`config.mk`:
```
export PLATFORM = sky130hd
export DESIGN_NAME = aed_ram
export DESIGN_NICKNAME = d
export VERILOG_FILES = /design/src/rtl/aed_ram.sv
export SDC_FILE = /design/constraint.sdc
export NUM_CORES = 1
export LEC_CHECK = 0
export ABC_AREA = 1
export BUFFER_PORTS_ARGS = -buffer_cell sky130_fd_sc_hd__buf_2
export CAP_MARGIN = 10
export CORE_MARGIN = 5
export CORE_UTILIZATION = 43
export CTS_CLUSTER_SIZE = 28
export DETAILED_ROUTE_END_ITERATION = 6
export GPL_TIMING_DRIVEN = 0
export SLEW_MARGIN = 20
export SYNTH_ARGS = -nofsm -noshare
export SYNTH_HDL_FRONTEND = slang
export SYNTH_SLANG_ARGS = --single-unit
```
`constraint.sdc`:
```
create_clock -name clock -period 1.8 [get_ports clock]
set_input_delay 0.54 -clock clock [delete_from_list [all_inputs] [get_ports clock]]
set_output_delay 0.54 -clock clock [all_outputs]
set_load 0.01 [all_outputs]
```
`src/rtl/aed_ram.sv`:
```
// Generic single-write, single-read RAM with registered read data.
// No dependencies.
module aed_ram #(
   parameter int WIDTH = 8,
   parameter int DEPTH = 16
) (
   input  logic                     clock,
   input  logic                     wr_en,
   input  logic [$clog2(DEPTH)-1:0] wr_addr,
   input  logic [WIDTH-1:0]         wr_data,
   input  logic [$clog2(DEPTH)-1:0] rd_addr,
   output logic [WIDTH-1:0]         rd_data
);
   logic [WIDTH-1:0] mem [DEPTH];

   always_ff @(posedge clock) begin
      if (wr_en) begin
         mem[wr_addr] <= wr_data;
      end
      rd_data <= mem[rd_addr];
   end
endmodule

```
* Word-level counts from Yosys, hierarchy flattened
Memories as Yosys holds them, arrays and structs flattened. A register that Yosys moved wholly into a read port is not among the register bits.
Cells that the tools add are included.
** Storage, ports and cells
- Output and inout port bits :: 8
- Memories kept :: 1
- RAM bits :: 128
- Register bits after elaboration :: 0
** Operators by class
- Multiplexer cells :: 2
** Memories
- mem :: depth 16, width 8, rd ports 1, clocked after memory_dff 1, wr ports 1, RTL line 14 : logic [WIDTH-1:0] mem [DEPTH];
** Operator list (number)
- $mux W1 :: 2

* Logic depth before layout (Yosys ltp)
Gate-level depths: netlist (run 1).
- Word-level depth :: 2
- Depth in mapped cells :: 8
- Depth with buffers taken out :: 7

* Worst setup path before layout (run 1)
OpenSTA, ideal clock, no wires.
- Path type :: input-to-reg
- Start :: input port wr_addr[2]
- End :: memory mem[10][0], enable pin
- Arrival time :: 1121 ps
- Stages on the path :: 2
- Slack :: 309 ps
- Required time :: 1430 ps
- Cells stage by stage :: nand3b_1 nor2_1
** RTL lines
- from (decl) :: RTL line 9 : input logic [$clog2(DEPTH)-1:0] wr_addr,
- to (decl) :: RTL line 14
No word-level cell before the write port.

* Final worst setup path (run 1)
- Start :: input port wr_addr[3]
- End :: memory mem[6][1], enable pin
No word-level cell before the write port.

==> results of run 1 <==
-- per-stage QoR --
stage	hold slack [ns]	setup TNS (ns)	util, %	power (mW)
after global routing	0.5294	0	51.02	7.969
after detailed placement	0.6838	-14.66	46.22	4.089
final	0.5307	0	51.02	7.731
after global placement	0.6803	-12.28	46.22	4.083
after CTS	0.5144	0	51.02	7.775
after floorplan	0.6074	0	-	3.883
-- cell usage in the layout, fill, tap and decap left out, types with 3 or more instances in the layout --
| cell type | netlist | final |
|---|---|---|
| nand3_1 | 97 | 97 |
| buf_6 | 6 | 6 |
| clkbuf_16 | 0 | 17 |
| inv_1 | 100 | 100 |
| dfxtp_1 | 8 | 8 |
| nand2_1 | 173 | 173 |
| clkinvlp_4 | 0 | 3 |
| clkinv_1 | 0 | 3 |
| buf_2 | 13 | 35 |
| bufinv_16 | 0 | 5 |
| nor2_1 | 17 | 17 |
| buf_4 | 4 | 4 |
| clkinv_2 | 0 | 3 |
| edfxtp_1 | 128 | 128 |
-- critical path: cells and delay by family --
family	cells	cell delay (ns)
buffers and inverters	1	0.12
and+or+nand+nor	2	1.00
-- routing by layer --
metal  GRT usage (%)  wire, um  share of wire [%]
met1           24.33      6140                 44
met2           28.07      6343                 45
met3           4.445       998                7.2
met4           9.338       469                3.4
met5               0         0                  0
-- cell type report --
| cell class | instances | area (um2) |
|---|---|---|
| Fill cell | 1156 | 6460 |
| Sequential cell | 136 | 4004 |
| Multi-Input combinational cell | 289 | 1214 |
| Clock buffer | 17 | 425.4 |
| Inverter | 102 | 382.9 |
| Tap cell | 176 | 220.2 |
| Clock inverter | 15 | 207.7 |
| Buffer | 24 | 166.4 |
| Timing Repair Buffer | 22 | 110.1 |
-- Yosys cell counts (all sizes together) --
library cell / count
buf: 24
dfxtp: 8
edfxtp: 128
inv: 102
nand2: 173
nand3: 97
nand3b: 2
nor2: 17
-- final timing paths --
kind / endpoint / slack, ns / depth (start not counted)
setup / recovery: mem[6][1] / 0.18 / 3
hold / removal: mem[14][4] / 0.53 / 1
setup reg to reg: rd_data[3] / 0.75 / 6
hold reg to reg: rd_data[5] / 0.69 / 6
-- cell families after synthesis --
family	after synthesis	share of synthesized area, %
AND/OR/NAND/NOR	289	21.05
buffers and inverters	126	9.525
flip-flops	136	69.43
-- power groups by stage --
stage / logic, mW / registers, mW / clock network, mW
2_1_floorplan: 0.250 / 3.63 / 0
3_3_place_gp: 0.461 / 3.62 / 0
3_5_place_dp: 0.465 / 3.62 / 0
4_1_cts: 0.469 / 3.56 / 3.75
5_1_grt: 0.512 / 3.56 / 3.89
6_report: 0.468 / 3.56 / 3.71
-- sequential cells by signal, indices dropped and copies added (netlist names) --
| name | cells |
|---|---|
| rd_data | 8 |
| mem | 128 |
==> flow_summary.ini, run 1 <==
[yosys]
syn-num-nets = 569
synth_area_leader_cell = edfxtp_1
synthTopCellsByArea = edfxtp_1 67%, nand2_1 11%, nand3_1 8.4%
synth_area_um2 = 5767
synth.top_cell.area_share_pct = 66.65
ys_ff_latch = 136
avgSynthCellArea_um2 = 10.47
synth_cells = 551
synth.distinct_cells = 12
ys_seq_area_share_pct = 69.43
yosys_warnings = 0

[cts]
tritoncts = yes
clock_sinks = 136
cts_setup_buffers = 0
cts_max_path_buffers = 2
hold_buffers = 0
htreeDepth = 4
clk_latency_ns = 0.43
path_clk_slew_ns = 0.06
cts_made_buffers = 17
postCtsResizedCells = 0
cts_root_buf = clkbuf_16

[place]
placed_area_um2 = 6097
hpwl_um = 9105
port_buffers = 22
pre_cts_slack_ns = -0.2599
place.gp.congestion = 0.8394
post-place-cells = 749

[global_routing]
grt_pass1_vias = 3721
grt_overflow = 0
antenna_found_initial = 0
grt_usage_pct = 18.28
grt_pass1_wl_um = 21270
grt_max_degree = 17

[sta]
finalWorstSetupSlack_ns = 0.1774
setup_viol = 0
period_minus_slack_ns = 1.623
fmax_ghz = 0.6163
post-route-period-util_pct = 90.14
relSlewSlack_pct = 38.12
hold_violations = 0
worst_clock_skew_ns = 0.006805
worst_pin_slew_ns = 0.9247
rsz0062_at_grt = false
drv_slew = 0

[die]
rows = 42
initial_core_util_pct = 43.72
core_um2 = 13190
die_w_um = 125.8
io_pins = 26
chipHeight_um = 125.8
dieArea_um2 = 15830

[routing]
vias = 3847
antenna_left = 0
drt-total-wl_um = 13950
drc = 0
drt_iter0_markers = 388
avgRoutedWirePerCell_um = 17.86
via_per_inst = 4.926
drt_first_pass_iters = 6

[final_layout]
final_cell_area_um2 = 6730
insertedDiodeCount = 0
nets = 610
drive_above_1_share_pct = 12.56
instances_no_fill = 781
syn_to_final_growth_pct = 16.71

[pwr]
switching_share_pct = 21.00
switching_power_mw = 1.623
seqPwrFrac_pct = 46.0
clkPwrFrac_pct = 47.9
combPwrFrac_pct = 6.1
power.internal_mw = 6.108
ir_worst_vdd_v = 0.0006350
total_leakage_power_nw = 2.912
pwr_density_cell_nw_per_um2 = 1149

[worst_setup_path]
timing.rr.start = mem[15][3]
cp-start-kind = primary input
critical_path_class = in -> reg
required_ns = 1.84
arrival_ns = 1.67
path_cells = buf_2 -> nand3b_1 -> nor2_1
critPathSlowestCell = nor2_1
worstPathMaxFanout = 8
endpoint_kind = flop
critPathMaxStageDelay_ns = 0.75
crit_path_start = wr_addr[3]

[hold_path]
worstHoldPathType = in -> reg
min_from = wr_data[4]

[run]
maxCapViolations = 0

[outcome]
run_status = complete, no violations
(Power assumes the default switching activity.)
==> run 2, diff against run 1 <==
- PLACE_DENSITY: unset -> 0.63
==> run 2 against run 1 <==
Cell count stayed put. Combinational power hardly changed. Sequential share of layout area is 0.33 points higher. Global-route usage is 0.090 points lower. Sequential cell count stayed put. Final area is 0.56% lower. Via count is 3.2% higher. Sequential power hardly changed. Largest cell class unchanged. Largest power group is now registers. Highest routed layer unchanged.
==> flow_summary.ini, run 2 (synthesized netlist as in run 1, its figures left out) <==
[outcome]
run_status = complete, no violations

[routing]
drc = 0
drt-total-wl_um = 14020
routed-wl-met3_um = 1369
drt_iter0_markers = 572
drt_first_pass_iters = 5
vias = 3969
wl_met1_um = 5663
routed.top_layer = met4
avgRoutedWirePerCell_um = 17.95
wl_met2_um = 6620
antenna_left = 0
via_per_inst = 5.082

[worst_setup_path]
crit_path_start = wr_addr[2]
critical_path_class = in -> reg
arrival_ns = 1.64
r2r_end = rd_data[5]
required_ns = 1.84
cp-start-kind = primary input
endpoint = mem[8][4]
worstPathMaxFanout = 8
reg2reg_slack_ns = 0.76
timing.rr.start = mem[1][5]
r2r_cells = 6
endpoint_kind = flop

[cts]
cts_made_buffers = 17
cts_root_buf = clkbuf_16
tritoncts = yes
htreeDepth = 4
cts_setup_buffers = 0
path_clk_slew_ns = 0.05
postCtsResizedCells = 0
hold_buffers = 0
clk_latency_ns = 0.42
cts_max_path_buffers = 2
clock_sinks = 136

[place]
port_buffers = 22
placed_area_um2 = 6097
pre_cts_slack_ns = -0.2403
place.gp.congestion = 0.8282
hpwl_um = 9071

[die]
die_w_um = 125.8
dieArea_um2 = 15830
core_um2 = 13190
initial_core_util_pct = 43.72
io_pins = 26
chipHeight_um = 125.8
rows = 42

[final_layout]
top_register = mem
final_common_cell = nand2_1
fillerInstances = 1130
drive_above_1_share_pct = 12.07
largest_register_ffs = 128
nets = 610
mostFrequentLayoutCells = 173 x nand2_1, 128 x edfxtp_1, 100 x inv_1
syn_to_final_growth_pct = 16.06
top_regs = mem (128), rd_data (8)
final_cell_area_um2 = 6693
insertedDiodeCount = 0

[sta]
setup_viol = 0
rsz0062_at_grt = false
worst_pin_slew_ns = 0.9405
finalWorstSetupSlack_ns = 0.1986
hold_violations = 0
period_minus_slack_ns = 1.601
relSlewSlack_pct = 37.07
post-route-period-util_pct = 88.97
worst_clock_skew_ns = 0.006332
fmax_ghz = 0.6244
drv_slew = 0

[global_routing]
grt_max_degree = 17
grt_pass1_wl_um = 21330
grt_overflow = 0
grt_pass1_vias = 3811
antenna_found_initial = 0
grt_usage_pct = 18.19

[run]
maxCapViolations = 0

[pwr]
pwr_density_cell_nw_per_um2 = 1128
ir_worst_vdd_v = 0.0006536
total_leakage_power_nw = 2.900

[hold_path]
worstHoldPathType = in -> reg
-- run 2: changes by cell type in the layout (fill, tap and decap cells not counted), sizes merged --
cell      delta
clkinvlp     -2
clkbuf       +5
clkinv       -2
bufinv       -1
-- run 2: per-stage QoR --
stage / total power [mW] / util, % / instances / setup TNS [ns] / hold slack (ns)
floorplan: 3.883 / - / 551 / 0 / 0.6074
global placement: 4.079 / 46.22 / 749 / -13.92 / 0.6720
detailed placement: 4.087 / 46.22 / 749 / -15.60 / 0.6655
CTS: 7.575 / 50.74 / 781 / 0 / 0.5310
global route: 7.779 / 50.74 / 781 / 0 / 0.5424
finish: 7.547 / 50.74 / 781 / 0 / 0.5411
-- run 2: worst min-delay path by stage --
stage,from,endpoint,slack [ns],cells after the start
after detailed placement,mem[6][2],rd_data[2],0.67,6
after floorplan,mem[10][0],rd_data[0],0.61,6
after global routing,wr_data[1],mem[0][1],0.54,1
after global placement,mem[6][7],rd_data[7],0.67,6
final,wr_data[6],mem[14][6],0.54,1
after CTS,wr_data[6],mem[10][6],0.53,1
-- run 2: worst max-delay path, cell delays in order --
cell      delay, ns
buf_2          0.12
nand3b_1       0.25
nor2_1         0.73
-- run 2: report_power, final --
group          switching, mW  internal [mW]  total [mW]  leakage (nW)
registers             0.0177           3.54        3.56          1.22
clock network           1.22           2.30        3.52         0.289
logic                  0.329          0.136       0.465          1.39
-- run 2: metal layers --
layer	track usage, %	vias to the layer above
li1	-	1855
met1	23.96	1873
met5	0	-
met3	4.742	29
met2	29.23	212
met4	6.751	0
-- run 2: layout make-up --
class | count | area, um2 | share of cell area [%]
inverters | 102 | 382.9 | 5.721
clock buffers | 22 | 444.2 | 6.637
well taps | 176 | 220.2 | 3.290
multi-input cells | 289 | 1214 | 18.13
plain buffers | 24 | 166.4 | 2.486
clock inverters | 10 | 151.4 | 2.262
repair buffers | 22 | 110.1 | 1.645
flip-flops and latches | 136 | 4004 | 59.82
==> run 3, diff against run 2 <==
- ABC_AREA: 1 -> unset
==> run 3 against run 2 <==
Sequential share of layout area increased by 5.9 points. Final area down 8.9%. Global-route usage decreased by 3.7 points. Fmax shrank 2.6%. Hold slack barely moved. Largest cell class unchanged.
==> flow_summary.ini, run 3 <==
[yosys]
synthTopCellsByArea = edfxtp_1 75%, mux4_2 7.9%, mux4_1 7.1%
async_flop_share_pct = 0
avgSynthCellArea_um2 = 22.48
ys_ff_latch = 136
synth.most_common_cell = edfxtp_1
synth.distinct_cells = 19
synth_area_leader_cell = edfxtp_1
synth.top_cell.area_share_pct = 74.67
synth_area_um2 = 5147
ys.flop_type = edfxtp_1
synth_edf_count = 128
ys_seq_area_share_pct = 77.78
synth_cells = 229
yosys_warnings = 0
syn-num-nets = 247
synthTopCellsByCount = 128 x edfxtp_1, 18 x mux4_2, 16 x a22oi_1, 14 x mux4_1, 13 x nor2_1

[pwr]
power.internal_mw = 5.984
ir_worst_vdd_v = 0.0007148
switching_share_pct = 19.48
total_leakage_power_nw = 2.041
switching_power_mw = 1.448
combPwrFrac_pct = 4.7
seqPwrFrac_pct = 47.9
pwr_density_cell_nw_per_um2 = 1219
clkPwrFrac_pct = 47.5

[sta]
rsz0062_at_grt = false
worst_pin_slew_ns = 0.7790
drv_slew = 0
setup_viol = 0
fmax_ghz = 0.6081
hold_violations = 0
period_minus_slack_ns = 1.644
relSlewSlack_pct = 47.87
worst_clock_skew_ns = 0.01169
finalWorstSetupSlack_ns = 0.1555
hold_ws_ns = 0.5408
post-route-period-util_pct = 91.36

[cts]
cts_made_buffers = 17
cts_root_buf = clkbuf_16
clk_latency_ns = 0.41
cts_max_path_buffers = 2
tritoncts = yes
cts_setup_buffers = 0
path_clk_slew_ns = 0.06
clock_sinks = 136
htreeDepth = 4

[run]
maxCapViolations = 0

[global_routing]
grt_pass1_vias = 2419
grt_pass1_wl_um = 14710
grt_overflow = 0
antenna_found_initial = 0
grt_usage_pct = 14.52
grt_max_degree = 17

[die]
initial_core_util_pct = 43.40
dieArea_um2 = 14260
rows = 40
core_um2 = 11860
die_w_um = 119.4
io_pins = 26
chipHeight_um = 119.4

[routing]
drt_iter0_markers = 102
antenna_left = 0
avgRoutedWirePerCell_um = 22.24
via_per_inst = 5.465
vias = 2361
drt-total-wl_um = 9608
drc = 0
drt_first_pass_iters = 4

[worst_setup_path]
r2r_end = rd_data[0]
r2r_cells = 3
cp-start-kind = primary input
arrival_ns = 1.68
critical_path_class = in -> reg
worstPathMaxFanout = 8
crit_path_start = wr_addr[2]
endpoint_kind = flop
required_ns = 1.84
reg2reg_slack_ns = 0.38
timing.rr.start = mem[5][0]

[final_layout]
drive_above_1_share_pct = 31.93
insertedDiodeCount = 0
final_cell_area_um2 = 6096
mostFrequentLayoutCells = 128 x edfxtp_1, 27 x buf_2, 18 x mux4_2
final_common_cell = edfxtp_1
top_regs = mem (128), rd_data (8)
largest_register_ffs = 128
multi_input_area_um2 = 1091
top_register = mem
regArea_um2 = 4004
instances_no_fill = 432
syn_to_final_growth_pct = 18.42
final_core_util_pct = 51.39
fillerInstances = 918
nets = 290

[place]
port_buffers = 24
pre_cts_slack_ns = -0.4850
hpwl_um = 6031
post-place-cells = 400
placed_area_um2 = 5472
place.gp.congestion = 0.7161

[hold_path]
worstHoldPathType = in -> reg
whs_path_depth = 1
hold_end = mem[10][1]
min_from = wr_data[1]

[outcome]
run_status = complete, no violations
==> run 3: worst max-delay path by stage <==
| stage | cells past startpoint | slack (ns) | end |
|---|---|---|---|
| after global routing | 3 | 0.13 | mem[2][0] |
| after CTS | 3 | -0.03 | mem[3][6] |
| final | 3 | 0.16 | mem[3][6] |
| after floorplan | 2 | -0.006 | mem[3][0] |
| after detailed placement | 3 | -0.49 | mem[2][7] |
| after global placement | 3 | -0.55 | mem[8][3] |
==> run 3: per-layer routing <==
layer	wire length, um	track usage (%)	vias up
li1	-	-	1058
met1	4689	21.12	1241
met2	4377	20.20	52
met3	339	4.036	10
met4	201	7.015	0
met5	0	0	-
==> run 3: power by group through the flow <==
stage	Sequential (mW)	Combinational (mW)	Clock, mW
CTS	3.56	0.350	3.57
floorplan	3.63	0.180	0
global route	3.56	0.374	3.73
global placement	3.62	0.340	0
finish	3.56	0.347	3.53
detailed placement	3.62	0.349	0
==> run 3: area by class of cell <==
type	count	area share (%)
Buffer	10	1.416
Clock buffer	18	7.040
Clock inverter	14	2.976
Multi-Input combinational cell	83	17.90
Sequential cell	136	65.68
Tap cell	147	3.017
Timing Repair Buffer	24	1.970
==> run 3: cells by family (layout without fill, tap and decap cells) <==
kind of cell / count (synthesis) / after routing / share of synthesized area, %
AO/OA/AOI/OAI: 16 / 16 / 2.334
buffers and inverters: 10 / 66 / 1.677
flip-flops: 136 / 136 / 77.78
multiplexers: 32 / 32 / 15.02
AND/OR/NAND/NOR: 35 / 35 / 3.184
==> run 3: what timing repair did <==
action / in CTS / in global routing
endpoints found under the setup margin: 23 / 24
resized for setup: 1 / 3
hold buffers: 0 / 0
==> run 3: worst max-delay path: stages <==
cell and delay, ns:
buf_2 0.12, or3b_2 0.58, nor2_2 0.44
==> run 3: through the flow <==
| stage | setup TNS (ns) | power [mW] |
|---|---|---|
| 2_1_floorplan | -0.1473 | 3.811 |
| 3_3_place_gp | -33.39 | 3.958 |
| 3_5_place_dp | -27.92 | 3.971 |
| 4_1_cts | -0.3388 | 7.479 |
| 5_1_grt | 0 | 7.662 |
| 6_report | 0 | 7.432 |
