$ cat config.mk
export PLATFORM = sky130hd
export DESIGN_NAME = aed_mean_root
export DESIGN_NICKNAME = d
export VERILOG_FILES = /design/src/rtl/aed_mean_root.sv
export SDC_FILE = /design/constraint.sdc
export NUM_CORES = 1
export LEC_CHECK = 0
export BUFFER_PORTS_ARGS = -buffer_cell sky130_fd_sc_hd__buf_4
export CORE_ASPECT_RATIO = 1.25
export CORE_MARGIN = 1
export CORE_UTILIZATION = 50
export CTS_BUF_LIST = sky130_fd_sc_hd__clkbuf_8
export DETAILED_ROUTE_END_ITERATION = 16
export GPL_TIMING_DRIVEN = 1
export HOLD_SLACK_MARGIN = 0.05
export PLACE_DENSITY = 0.74
export SYNTH_ARGS = -nofsm -noshare
export SYNTH_HDL_FRONTEND = slang
export SYNTH_SLANG_ARGS = --single-unit
$ cat constraint.sdc
create_clock -name clock -period 9.56 [get_ports clock]
set_clock_uncertainty 0.05 [all_clocks]
set_input_delay 0.956 -clock clock [delete_from_list [all_inputs] [get_ports clock]]
set_output_delay 0.956 -clock clock [all_outputs]
set_load 0.02 [all_outputs]
$ cat src/rtl/aed_mean_root.sv
// Iterative window mean and square root: restoring divide, then bitwise root.
// No dependencies.
module aed_mean_root #(
   parameter int TOT_W = 56,
   parameter int LEN_W = 11,
   parameter int ROOT_W = 23
) (
   input  logic              clock,
   input  logic              reset,
   input  logic              start,
   input  logic [TOT_W-1:0]  total,
   input  logic [LEN_W-1:0]  len,
   output logic              busy,
   output logic              done,
   output logic [ROOT_W-1:0] root
);
   localparam int CNT_W = $clog2(TOT_W + 1);
   localparam int B0 = 2 * ((TOT_W - 1) / 2);
   localparam logic [1:0] M_IDLE = 2'd0;
   localparam logic [1:0] M_DIV = 2'd1;
   localparam logic [1:0] M_SQRT = 2'd2;

   logic [1:0]        state_ff, state_in;
   logic [CNT_W-1:0]  cnt_ff, cnt_in;
   logic [TOT_W-1:0]  quo_ff, quo_in;
   logic [LEN_W-1:0]  rem_ff, rem_in;
   logic [LEN_W-1:0]  len_ff, len_in;
   logic [TOT_W-1:0]  v_ff, v_in, r_ff, r_in, b_ff, b_in;
   logic [ROOT_W-1:0] root_ff, root_in;
   logic              done_ff, done_in;
   logic [LEN_W:0]    rem_sh, rem_sub;
   logic [TOT_W:0]    t_sum;
   logic [TOT_W-1:0]  r_next;

   assign rem_sh = {rem_ff, quo_ff[TOT_W-1]};
   assign rem_sub = rem_sh - {1'b0, len_ff};
   assign t_sum = {1'b0, r_ff} + {1'b0, b_ff};

   always_comb begin
      state_in = state_ff;
      cnt_in = cnt_ff;
      quo_in = quo_ff;
      rem_in = rem_ff;
      len_in = len_ff;
      v_in = v_ff;
      r_in = r_ff;
      b_in = b_ff;
      root_in = root_ff;
      done_in = 1'b0;
      r_next = r_ff >> 1;
      case (state_ff)
         M_IDLE: begin
            if (start) begin
               quo_in = total;
               rem_in = '0;
               len_in = len;
               cnt_in = '0;
               state_in = M_DIV;
            end
         end
         M_DIV: begin
            quo_in = {quo_ff[TOT_W-2:0], 1'b0};
            if (rem_sh >= {1'b0, len_ff}) begin
               rem_in = rem_sub[LEN_W-1:0];
               quo_in[0] = 1'b1;
            end else begin
               rem_in = rem_sh[LEN_W-1:0];
            end
            cnt_in = cnt_ff + 1'b1;
            if (cnt_ff == CNT_W'(TOT_W - 1)) begin
               v_in = quo_in;
               r_in = '0;
               b_in = TOT_W'(1) << B0;
               state_in = M_SQRT;
            end
         end
         M_SQRT: begin
            if ({1'b0, v_ff} >= t_sum) begin
               v_in = v_ff - t_sum[TOT_W-1:0];
               r_next = (r_ff >> 1) + b_ff;
            end
            r_in = r_next;
            b_in = b_ff >> 2;
            if (b_ff == TOT_W'(1)) begin
               if (r_next > TOT_W'({ROOT_W{1'b1}})) begin
                  root_in = {ROOT_W{1'b1}};
               end else begin
                  root_in = r_next[ROOT_W-1:0];
               end
               done_in = 1'b1;
               state_in = M_IDLE;
            end
         end
         default: state_in = M_IDLE;
      endcase
   end

   always_ff @(posedge clock) begin
      if (reset) begin
         state_ff <= M_IDLE;
         done_ff <= 1'b0;
      end else begin
         state_ff <= state_in;
         done_ff <= done_in;
      end
      cnt_ff <= cnt_in;
      quo_ff <= quo_in;
      rem_ff <= rem_in;
      len_ff <= len_in;
      v_ff <= v_in;
      r_ff <= r_in;
      b_ff <= b_in;
      root_ff <= root_in;
   end

   assign busy = (state_ff != M_IDLE);
   assign done = done_ff;
   assign root = root_ff;

   a_done_after_busy: assert property (@(posedge clock) disable iff (reset)
      done_ff |-> $past(state_ff) == M_SQRT)
      else $error("root done without a root pass");
   a_start_idle: assert property (@(posedge clock) disable iff (reset)
      (state_ff == M_IDLE && start) |=> state_ff == M_DIV)
      else $error("start not taken");
   a_rem_below_len: assert property (@(posedge clock) disable iff (reset)
      (state_ff == M_DIV) |-> rem_ff < len_ff)
      else $error("remainder out of range");
endmodule

## Word-level counts from Yosys, hierarchy flattened

Index checks and enable logic that the tools add are counted.

- Bitwise gates (word level): 1
- Reduce and logical (&&, ||, !) cells: 11
- $lt $le $gt $ge: 3
- Add/subtract/negate cells: 5
- Eq/ne operators: 8
- Mux-type cells: 22

Operators with widths:

| operator | count |
|---|---|
| $pmux W56 S2 | 4 |
| $mux W56 | 7 |
| $add A56 B56 Y57 | 1 |
| $ge A56 B57 Y1 | 1 |
| $add A55 B56 Y56 | 1 |
| $eq A56 B1 Y1 const B | 1 |
| $gt A56 B23 Y1 const B | 1 |
| $sub A56 B56 Y56 | 1 |
| $mux W11 | 2 |
| $pmux W11 S2 | 1 |
| $ge A12 B11 Y1 | 1 |
| $pmux W6 S2 | 1 |
| $sub A11 B11 Y11 | 1 |
| $ne A2 B2 Y1 const B | 4 |
| $reduce_and A2 Y1 | 4 |
| $add A6 B1 Y6 const B | 1 |
| $eq A6 B6 Y1 const B | 1 |
| $mux W2 | 3 |
| $mux W6 | 1 |
| $pmux W2 S3 | 1 |
| $reduce_and A3 Y1 | 2 |
| $reduce_bool A2 Y1 | 3 |
| $eq A2 B1 Y1 const B | 1 |
| $eq A2 B2 Y1 const B | 1 |
| other kinds (4) | 5 |

- Logic and storage cells: 60
- Output and inout bits: 25
- Input bits: 70
- Register bits after elaboration: 278

## Logic depth before layout (Yosys ltp)

Gate-level depths: netlist (run 1).

- Depth in word-level cells: 5
- Mapped depth: 28
- Gate-level depth less buffers: 26

## Worst setup path after synthesis (run 1)

No wires, ideal clock.

- Kind: register to register
- Start: register r_ff[4]
- End: register v_ff[0], enable pin
- Cell stages (with the launch flop): 26
- Library setup time: 0.547 ns
- Data required time: 8.963 ns
- Period minus slack after synthesis: 9.674 ns
- Buffers on the path: 2
- Arrival time: 9.077 ns
- Path slack: -0.114 ns
- Path through: edfxtp_1 ha_1 nand2_1 o31a_1 o311ai_0 a41oi_1 o31ai_1 a21o_1 a21oi_1 o31ai_1 nand2_1 o21a_1 o21ai_0 xnor2_1 ha_1 nand4_1 nor4_1 nand4_1 o31ai_1 inv_1 and2_1 a21bo_2 nand3_1 buf_2 buf_1 o21ai_0

- Word-level cells in the longest chain between the ends: 4

Ends and longest elaborated chain:

| what | RTL line | RTL |
|---|---|---|
| from (decl) | 28 | `logic [TOT_W-1:0] v_ff, v_in, r_ff, r_in, b_ff, b_in;` |
| from (signal assigned) | 111 | `r_ff <= r_in;` |
| $add A56 B56 Y57 | 37 | `assign t_sum = {1'b0, r_ff} + {1'b0, b_ff};` |
| $ge A56 B57 Y1 | 78 | `if ({1'b0, v_ff} >= t_sum) begin` |
| $ne A2 B2 Y1 (no source line) | - |  |
| $reduce_and A3 Y1 (no source line) | - |  |
| to (signal assigned) | 110 | `v_ff <= v_in;` |
| to (decl) | 28 |  |

No other way between the ends.
A chain may end at the register's enable or synchronous reset.

## Worst setup path after layout (run 1)

- Start: register r_ff[6]
- End: register root_ff[13], in the netlist root[13] (data pin)

- Word-level cells in the longest chain between the ends: 5
- Elaborated cells between the ends (all ways): 6
- Those cells by class: add/sub: 2; order compare: 2; mux: 2

Ends and longest elaborated chain:

| what | RTL line | RTL |
|---|---|---|
| $add A56 B56 Y57 | 37 |  |
| $ge A56 B57 Y1 | 78 |  |
| $mux W56 * | 78 |  |
| $mux W56 * | 51 | `case (state_ff)` |
| $gt A56 B23 Y1 | 85 | `if (r_next > TOT_W'({ROOT_W{1'b1}})) begin` |
| to (signal assigned) | 113 | `root_ff <= root_in;` |
| to (decl) | 29 | `logic [ROOT_W-1:0] root_ff, root_in;` |

Mark *: on every way between the ends. The rest lies on a longest branch, timed or not. The select of a mux whose other input is x is not followed.

==> flow_summary.toml, run 1 <==
[run_status]
status = "finished clean"

[cts]
cts_max_level = 2
cts_made_buffers = 42
insertion_delay_ps = 590
root_buffer = "clkbuf_8"
path_clk_slew_ps = 70
cts_hold_buf = 0
cts-resized-gates = 0
clock_sinks = 250
cts_setup_buffers = 0
clockBufferDepth = 3
cts_tree = "done"

[power_and_ir_drop]
combPwrFrac_pct = 8.5
swShare_pct = 24.5
pwr-share-clk_pct = 40.0
p_int_uw = 1890
ir_worst_vdd_mv = 0.143
power.switching_uw = 612
p_seq_share_pct = 51.6
powerDensity_nw_per_um2 = 124
p_leak_uw = 0.00789

[logic_synthesis]
synth_cells = 1999
yosysWarnings = 0
syn_avg_cell_area_um2 = 9.16
synth_top_area_share_pct = 40.5
synth_edf_count = 247
synth-seq-area-share_pct = 40.9
synth_seq_cells = 250
syn-num-nets = 2197
synth_area_um2 = 18300
async_reset_ff_share_pct = 0
ys_types = 87
synthFlopType = "edfxtp_1"
synth_area_leaders = "edfxtp_1, ha_1, nand2_1"
synth_top_area_cell = "edfxtp_1"

[detailed_routing]
drc = 0
drt-vias-per-instance = 6.00
antenna_left = 0
routed_wl_um = 48600
drt-pass1-iter-count = 6
vias = 15400
drt-initial-drc-count = 1292
wire_per_inst_um = 18.9

[floorplanning]
die_h_um = 216
die_area_um2 = 37400
start_util_pct = 50.5
core_um2 = 36200
dieWidth_um = 173
io-pin-count = 95
rows = 78

[worst_setup_path]
critPathKind = "reg2reg"
crit_path_max_incr_delay_ps = 1010
endpoint_kind = "flip-flop"
critPathSlowestCell = "nor4_4"
worstPathRequired_ps = 9770
r2r_setup_slack_ps = 1710
crit_fanout = 35
crit_arrival_ps = 8050
start_kind = "flip-flop"

[sta]
fmax_mhz = 127
rsz0062_at_grt = "no"
fin_setup_tns_ps = 0
min_period_ps = 7850
relSlewSlack_pct = 16.4
finalCritPeriodShare_pct = 82.1
worst_slew_pin_slew_ps = 1250
slew_violations = 0
hold_violations = 0
setup_viol = 0

[layout]
n_antenna_cell = 0
syn_to_final_growth_pct = 10.4
drive_above_1_share_pct = 10.3
fin_nets = 2253
fin_cells = 2566
final_util_pct = 55.8

[global_route]
grt_max_degree = 88
grt_pass1_wl_um = 77500
grt_use_total_pct = 25.7
grt_pass1_vias = 15000
grt_antenna_before_repair = 0
gr-total-overflow = 0

[placement]
post-dp-hpwl_um = 35800
io_buffer_count = 94
dpl.cell_count = 2491
gp_congestion = 0.939

[worst_hold_path]
min-delay-path-class = "reg2reg"

[run]
cap_violations = 0
stage by stage:
stage               instance area, um2  hold WS, ps  power [uW]  worst slack, ps
finish                           20200          484        2500             1710
global route                     20200          475        2590             1190
CTS                              20200          466        2520             1810
detailed placement               19400          473        1520             1850
global placement                 19400          475        1510             2040
floorplan                        18300          451        1450             1400
routing by layer:
metal / global-route usage [%] / share of wire, %
met1: 32.9 / 43
met2: 42.2 / 46
met3: 3.24 / 5.8
met4: 14.3 / 5.2
met5: 0 / 0
kinds of logic after synthesis:
| group | after synthesis | share of synthesized area (%) |
|---|---|---|
| simple gates | 797 | 20.4 |
| compound gates | 498 | 18.0 |
| flops | 250 | 40.9 |
| xor+xnor | 161 | 7.70 |
| buf+inv | 144 | 3.14 |
| fa+ha+maj | 128 | 8.83 |
| mux | 21 | 1.15 |
cell usage after synthesis, types with 17 or more instances:
library cell,n
and3_1,19
nand3_1,36
nand4_1,57
nand2_1,342
nor2b_1,25
o21ai_0,132
a21oi_1,94
a211oi_1,17
edfxtp_1,247
nor2_1,169
and2_1,41
o21a_1,18
nand2b_1,18
a31oi_1,54
nor4_1,17
xor2_1,73
ha_1,126
clkbuf_1,81
a21o_1,35
xnor2_1,88
inv_1,49
nor3_1,25
o21bai_1,21
mux2i_1,21
layout by cell type, fill, tap and decap left out, types with 59 or more instances in the layout:
master    instances
ha_1            126
a21oi_1          94
inv_1            59
buf_4           107
o21ai_0         131
nor2_1          169
edfxtp_1        247
xnor2_1          88
nand2_1         341
xor2_1           73
area by class of cell:
type,instances,area [um2]
timing repair buffer,107,803
tap,480,601
fill,3192,16000
multi-input combinational,1605,10300
clock inverter,31,236
inverter,49,186
sequential,250,7480
clock buffer,44,606
worst paths after layout:
| path | from | end | depth (start not counted) |
|---|---|---|---|
| setup / recovery | r_ff[6]$_SDFFCE_PN0P_ | root[13]$_SDFFCE_PN1P_ | 26 |
| hold / removal | quo_ff[40]$_DFFE_PP_ | quo_ff[41]$_DFFE_PP_ | 2 |
| setup reg to reg | r_ff[6]$_SDFFCE_PN0P_ | root[13]$_SDFFCE_PN1P_ | 26 |
| hold reg to reg | quo_ff[40]$_DFFE_PP_ | quo_ff[41]$_DFFE_PP_ | 2 |
power groups by stage:
stage	Combinational, uW	Clock, uW	Sequential, uW
2_1_floorplan	148	0	1300
3_3_place_gp	205	0	1310
3_5_place_dp	211	0	1310
4_1_cts	212	1010	1290
5_1_grt	242	1060	1290
6_report	212	999	1290
sequential cells by signal, summed over array words and instances, names as in the netlist:
signal    flops
quo_ff       56
r_ff         56
rem_ff       11
state_ff      2
v_ff         56
b_ff         28
done          1
len_ff       11
cnt_ff        6
root         23
critical path: cells and delay by family, from the launching register on:
family / cells / cell delay (ps)
buffers and inverters: 2 / 380
xor gates and xnor gates: 1 / 90
adders and majority gates: 2 / 800
and+or+nand+nor: 9 / 2390
AOI/OAI and AO/OA: 12 / 3300
DFF: 1 / 490
Note: power is estimated with default switching activity, not from simulation.
==> run 2: changes to the inputs <==
--- a/config.mk
+++ b/config.mk
@@ -13,7 +13,7 @@
 export DETAILED_ROUTE_END_ITERATION = 16
 export GPL_TIMING_DRIVEN = 1
 export HOLD_SLACK_MARGIN = 0.05
-export PLACE_DENSITY = 0.74
+export PLACE_DENSITY = 0.71
 export SYNTH_ARGS = -nofsm -noshare
 export SYNTH_HDL_FRONTEND = slang
 export SYNTH_SLANG_ARGS = --single-unit
==> constraint.sdc (replaced) <==
create_clock -name clock -period 7.5 [get_ports clock]
set_clock_uncertainty 0.05 [all_clocks]
set_input_delay 0.75 -clock clock [delete_from_list [all_inputs] [get_ports clock]]
set_output_delay 0.75 -clock clock [all_outputs]
set_load 0.02 [all_outputs]
==> flow_summary.toml, run 2 (synthesized netlist as in run 1, its figures left out) <==
[run_status]
status = "finished clean"

[floorplanning]
rows = 78
core_um2 = 36200
die_h_um = 216
start_util_pct = 50.5
die_area_um2 = 37400
io-pin-count = 95
dieWidth_um = 173

[sta]
slew_violations = 0
setup_viol = 0
finalCritPeriodShare_pct = 92.6
setup_ws_ps = 554
min_period_ps = 6950
rsz0062_at_grt = "no"
fin_setup_tns_ps = 0
worst_slew_pin_slew_ps = 1170
hold_violations = 0
fmax_mhz = 144
relSlewSlack_pct = 22.2

[layout]
top_regs = "quo_ff (56), r_ff (56), v_ff (56)"
seq_area_um2 = 7480
fin_cells = 2569
fin_nets = 2257
n_antenna_cell = 0
syn_to_final_growth_pct = 10.6
num-fill-cells = 3235
final_cell_mix = "nand2_1, edfxtp_1, nor2_1"
drive_above_1_share_pct = 10.5
fin_area_um2 = 20200
multi_input_area_um2 = 10300
final_common_cell = "nand2_1"

[detailed_routing]
routed_wl_um = 48500
drt-initial-drc-count = 1021
drc = 0
wire_per_inst_um = 18.9
antenna_left = 0
drt-pass1-iter-count = 5
drt-vias-per-instance = 5.95
vias = 15300

[cts]
cts_max_level = 2
root_buffer = "clkbuf_8"
insertion_delay_ps = 590
clockBufferDepth = 3
cts_tree = "done"
path_clk_slew_ps = 60
cts_hold_buf = 0
cts_made_buffers = 43
clock_sinks = 250

[placement]
placed_cell_area_um2 = 19400
post-dp-hpwl_um = 35400
post-place-ws_ps = 347
gp_congestion = 0.942
dpl.cell_count = 2494
io_buffer_count = 94

[worst_setup_path]
crit_arrival_ps = 7200
reg2regPathDepth = 26
r2r_end = "root[2]$_SDFFCE_PN1P_"
critPathKind = "reg2reg"
crit_path_max_incr_delay_ps = 500
r2r_start = "r_ff[6]$_SDFFCE_PN0P_"
r2r_setup_slack_ps = 550
endpoint_kind = "flip-flop"
crit_fanout = 23
critPathSlowestCell = "edfxtp_1"
crit_top_cell = "nand4_1"
start_kind = "flip-flop"
worstPathRequired_ps = 7750

[global_route]
grt_max_degree = 85
gr-total-overflow = 0
grt_use_total_pct = 25.9
grt_antenna_before_repair = 0
grt_pass1_wl_um = 77900
grt_pass1_vias = 15100

[worst_hold_path]
min-delay-path-class = "in2reg"
min_to = "len_ff[1]$_DFFE_PP_"
hp-start = "len[1]"
hold_depth = 1

[power_and_ir_drop]
p_leak_uw = 0.00791
powerDensity_nw_per_um2 = 155
p_total_uw = 3150
ir_worst_vdd_mv = 0.130

[run]
cap_violations = 0
run 2: cell types whose count changed in the layout (fill, tap and decap cells not counted), moves of 3 or more:
cell | previous run | this run
clkinv_2 | 9 | 3
bufinv_16 | 4 | 1
clkbuf_8 | 44 | 51
inv_1 | 59 | 62
run 2: report_power, final:
| group | switching (uW) | internal, uW | leakage, uW |
|---|---|---|---|
| sequential | 33.0 | 1610 | 0.00232 |
| clock | 584 | 649 | 0.000478 |
| combinational | 159 | 113 | 0.00511 |
run 2: worst max-delay path by stage:
stage | startpoint | end | slack, ps | cells past startpoint
global route | r_ff[6]$_SDFFCE_PN0P_ | root[2]$_SDFFCE_PN1P_ | 10 | 26
detailed placement | r_ff[6]$_SDFFCE_PN0P_ | root[2]$_SDFFCE_PN1P_ | 350 | 26
CTS | r_ff[6]$_SDFFCE_PN0P_ | root[2]$_SDFFCE_PN1P_ | 330 | 26
finish | r_ff[6]$_SDFFCE_PN0P_ | root[2]$_SDFFCE_PN1P_ | 550 | 26
floorplan | r_ff[4]$_SDFFCE_PN0P_ | v_ff[0]$_DFFE_PP_ | 410 | 25
global placement | r_ff[4]$_SDFFCE_PN0P_ | root[4]$_SDFFCE_PN1P_ | 620 | 26
run 2: routing by layer:
layer,global-route usage (%),wire [um]
met2,43.4,22700
met3,3.22,2720
met5,0,0
met1,33.2,20900
met4,12.2,2200
run 2: repair_timing:
action,4_1_cts,5_1_grt
endpoints found under the setup margin,0,23
buffers inserted,0,0
resized for setup,0,5
run 2: area by class of cell:
type                       count  share of cell area (%)
multi-input combinational   1605                    50.9
timing repair buffer         110                    4.18
sequential                   250                    36.9
clock buffer                  51                    3.47
clock inverter                24                   0.636
tap                          480                    2.97
inverter                      49                   0.921
run 2: stage by stage:
stage          hold WS, ps  util (%)
3_5_place_dp           475      53.6
4_1_cts                257      55.9
3_3_place_gp           475      53.6
2_1_floorplan          451         -
6_report               290      55.9
5_1_grt                265      55.9
run 2: worst max-delay path, delay by kind of cell, from the launching register on:
kind	cells	cell delay [ps]
compound gates	12	3020
simple gates	9	1840
fa+ha+maj	2	800
flops	1	500
buf+inv	2	360
xor+xnor	1	90
==> run 3: changes to the inputs <==
--- a/config.mk
+++ b/config.mk
@@ -8,12 +8,12 @@
 export BUFFER_PORTS_ARGS = -buffer_cell sky130_fd_sc_hd__buf_4
 export CORE_ASPECT_RATIO = 1.25
 export CORE_MARGIN = 1
-export CORE_UTILIZATION = 50
+export CORE_UTILIZATION = 30
 export CTS_BUF_LIST = sky130_fd_sc_hd__clkbuf_8
 export DETAILED_ROUTE_END_ITERATION = 16
 export GPL_TIMING_DRIVEN = 1
 export HOLD_SLACK_MARGIN = 0.05
-export PLACE_DENSITY = 0.71
+export PLACE_DENSITY = 0.49
 export SYNTH_ARGS = -nofsm -noshare
 export SYNTH_HDL_FRONTEND = slang
 export SYNTH_SLANG_ARGS = --single-unit
==> flow_summary.toml, run 3 (synthesized netlist as in run 1, its figures left out) <==
[layout]
fin_cells = 2871
final_cell_mix = "nand2_1, edfxtp_1, nor2_1"
fin_nets = 2264
fin_area_um2 = 20700
drive_above_1_share_pct = 10.7
final_common_cell = "nand2_1"
top_regs = "quo_ff (56), r_ff (56), v_ff (56)"
syn_to_final_growth_pct = 12.9

[floorplanning]
start_util_pct = 30.5
dieWidth_um = 223
io-pin-count = 95
rows = 100
core_um2 = 59900
die_h_um = 278
die_area_um2 = 62000

[global_route]
grt_pass1_vias = 15100
grt_max_degree = 74
grt_pass1_wl_um = 86400
grt_use_total_pct = 17.6
grt_antenna_before_repair = 1
gr-total-overflow = 0

[worst_hold_path]
min-delay-path-class = "in2reg"
hp-start = "len[5]"
hold_depth = 1

[cts]
cts_made_buffers = 46
clock_sinks = 250
path_clk_slew_ps = 60
root_buffer = "clkbuf_8"
cts_tree = "done"
cts_max_level = 2
insertion_delay_ps = 630
cts_hold_buf = 0
clockBufferDepth = 3

[worst_setup_path]
start_kind = "flip-flop"
r2r_setup_slack_ps = 460
startpoint = "r_ff[4]$_SDFFCE_PN0P_"
crit_fanout = 23
critPathSlowestCell = "edfxtp_1"
crit_arrival_ps = 7340
crit_path_max_incr_delay_ps = 490
r2r_start = "r_ff[4]$_SDFFCE_PN0P_"
reg2regPathDepth = 26
endpoint_kind = "flip-flop"
worstPathRequired_ps = 7800
critPathKind = "reg2reg"

[power_and_ir_drop]
ir_worst_vdd_mv = 0.138
powerDensity_nw_per_um2 = 154
p_leak_uw = 0.00795

[sta]
min_period_ps = 7040
fin_setup_tns_ps = 0
finalCritPeriodShare_pct = 93.9
fmax_mhz = 142
slew_violations = 0
setup_viol = 0
worst_slew_pin_slew_ps = 1130
hold_violations = 0
relSlewSlack_pct = 24.5
rsz0062_at_grt = "no"

[detailed_routing]
routed_wl_um = 54800
drt-vias-per-instance = 5.28
drt-initial-drc-count = 998
wire_per_inst_um = 19.1
drt-pass1-iter-count = 7
drc = 0
antenna_left = 0
vias = 15200

[placement]
io_buffer_count = 94
dpl.cell_count = 2782
post-dp-hpwl_um = 40700
gp_congestion = 0.844
placed_cell_area_um2 = 19800

[run]
cap_violations = 0

[run_status]
status = "finished clean"
## run 3: changes by cell type in the layout (fill, tap and decap cells not counted), sizes merged
| cell | change |
|---|---|
| clkbuf | -4 |
| inv | +2 |
| buf | +4 |
| diode | +2 |
| clkinv | +13 |
## run 3: metrics by stage
| step | util [%] | hold WS [ps] | setup slack, ps | power, uW |
|---|---|---|---|---|
| finish | 34.5 | 271 | 460 | 3170 |
| global route | 34.5 | 223 | 21.6 | 3320 |
| CTS | 34.4 | 209 | 331 | 3230 |
| detailed placement | 33.0 | 478 | 369 | 1950 |
| global placement | 33.0 | 479 | 370 | 1940 |
| floorplan | - | 451 | 412 | 1850 |
## run 3: worst max-delay path, delay by kind of cell, from the launching register on
kind | cells | cell delay, ps
flip-flops | 1 | 490
buffers and inverters | 2 | 310
adder cells (fa/ha/maj) | 2 | 750
AO/OA/AOI/OAI | 14 | 3850
AND/OR/NAND/NOR | 7 | 1200
XOR/XNOR | 1 | 100
## run 3: repair_timing
item | 4_1_cts | 5_1_grt
endpoints found under the setup margin | 0 | 23
buffers inserted | 0 | 1
gates resized for setup | 0 | 3
hold endpoints to repair | 0 | 0
## run 3: where the power goes
| part | leakage, uW | switching, uW | internal, uW | total [uW] |
|---|---|---|---|---|
| clock network | 0.000498 | 636 | 622 | 1260 |
| logic | 0.00513 | 159 | 112 | 271 |
| registers | 0.00232 | 34.1 | 1610 | 1640 |
## run 3: final cells by class
| cell class | instances | area, um2 |
|---|---|---|
| flip-flops and latches | 250 | 7480 |
| repair buffers | 114 | 897 |
| clock buffers | 47 | 647 |
| clock inverters | 39 | 196 |
| well taps | 765 | 957 |
| inverters | 49 | 186 |
| diodes | 2 | 5.00 |
| fillers | 6132 | 39300 |
| multi-input cells | 1605 | 10300 |
## run 3: worst paths after layout
check,to
hold reg to reg,quo_ff[17]$_DFFE_PP_
setup reg to reg,root[5]$_SDFFCE_PN1P_
setup / recovery,root[5]$_SDFFCE_PN1P_
hold / removal,len_ff[5]$_DFFE_PP_
## run 3: layer usage
| layer | track usage [%] | up-vias | wire, um |
|---|---|---|---|
| li1 | - | 7493 | - |
| met1 | 22.9 | 7242 | 24800 |
| met2 | 29.4 | 331 | 25900 |
| met3 | 2.04 | 88 | 1880 |
| met4 | 7.55 | 0 | 2210 |
| met5 | 0 | - | 0 |
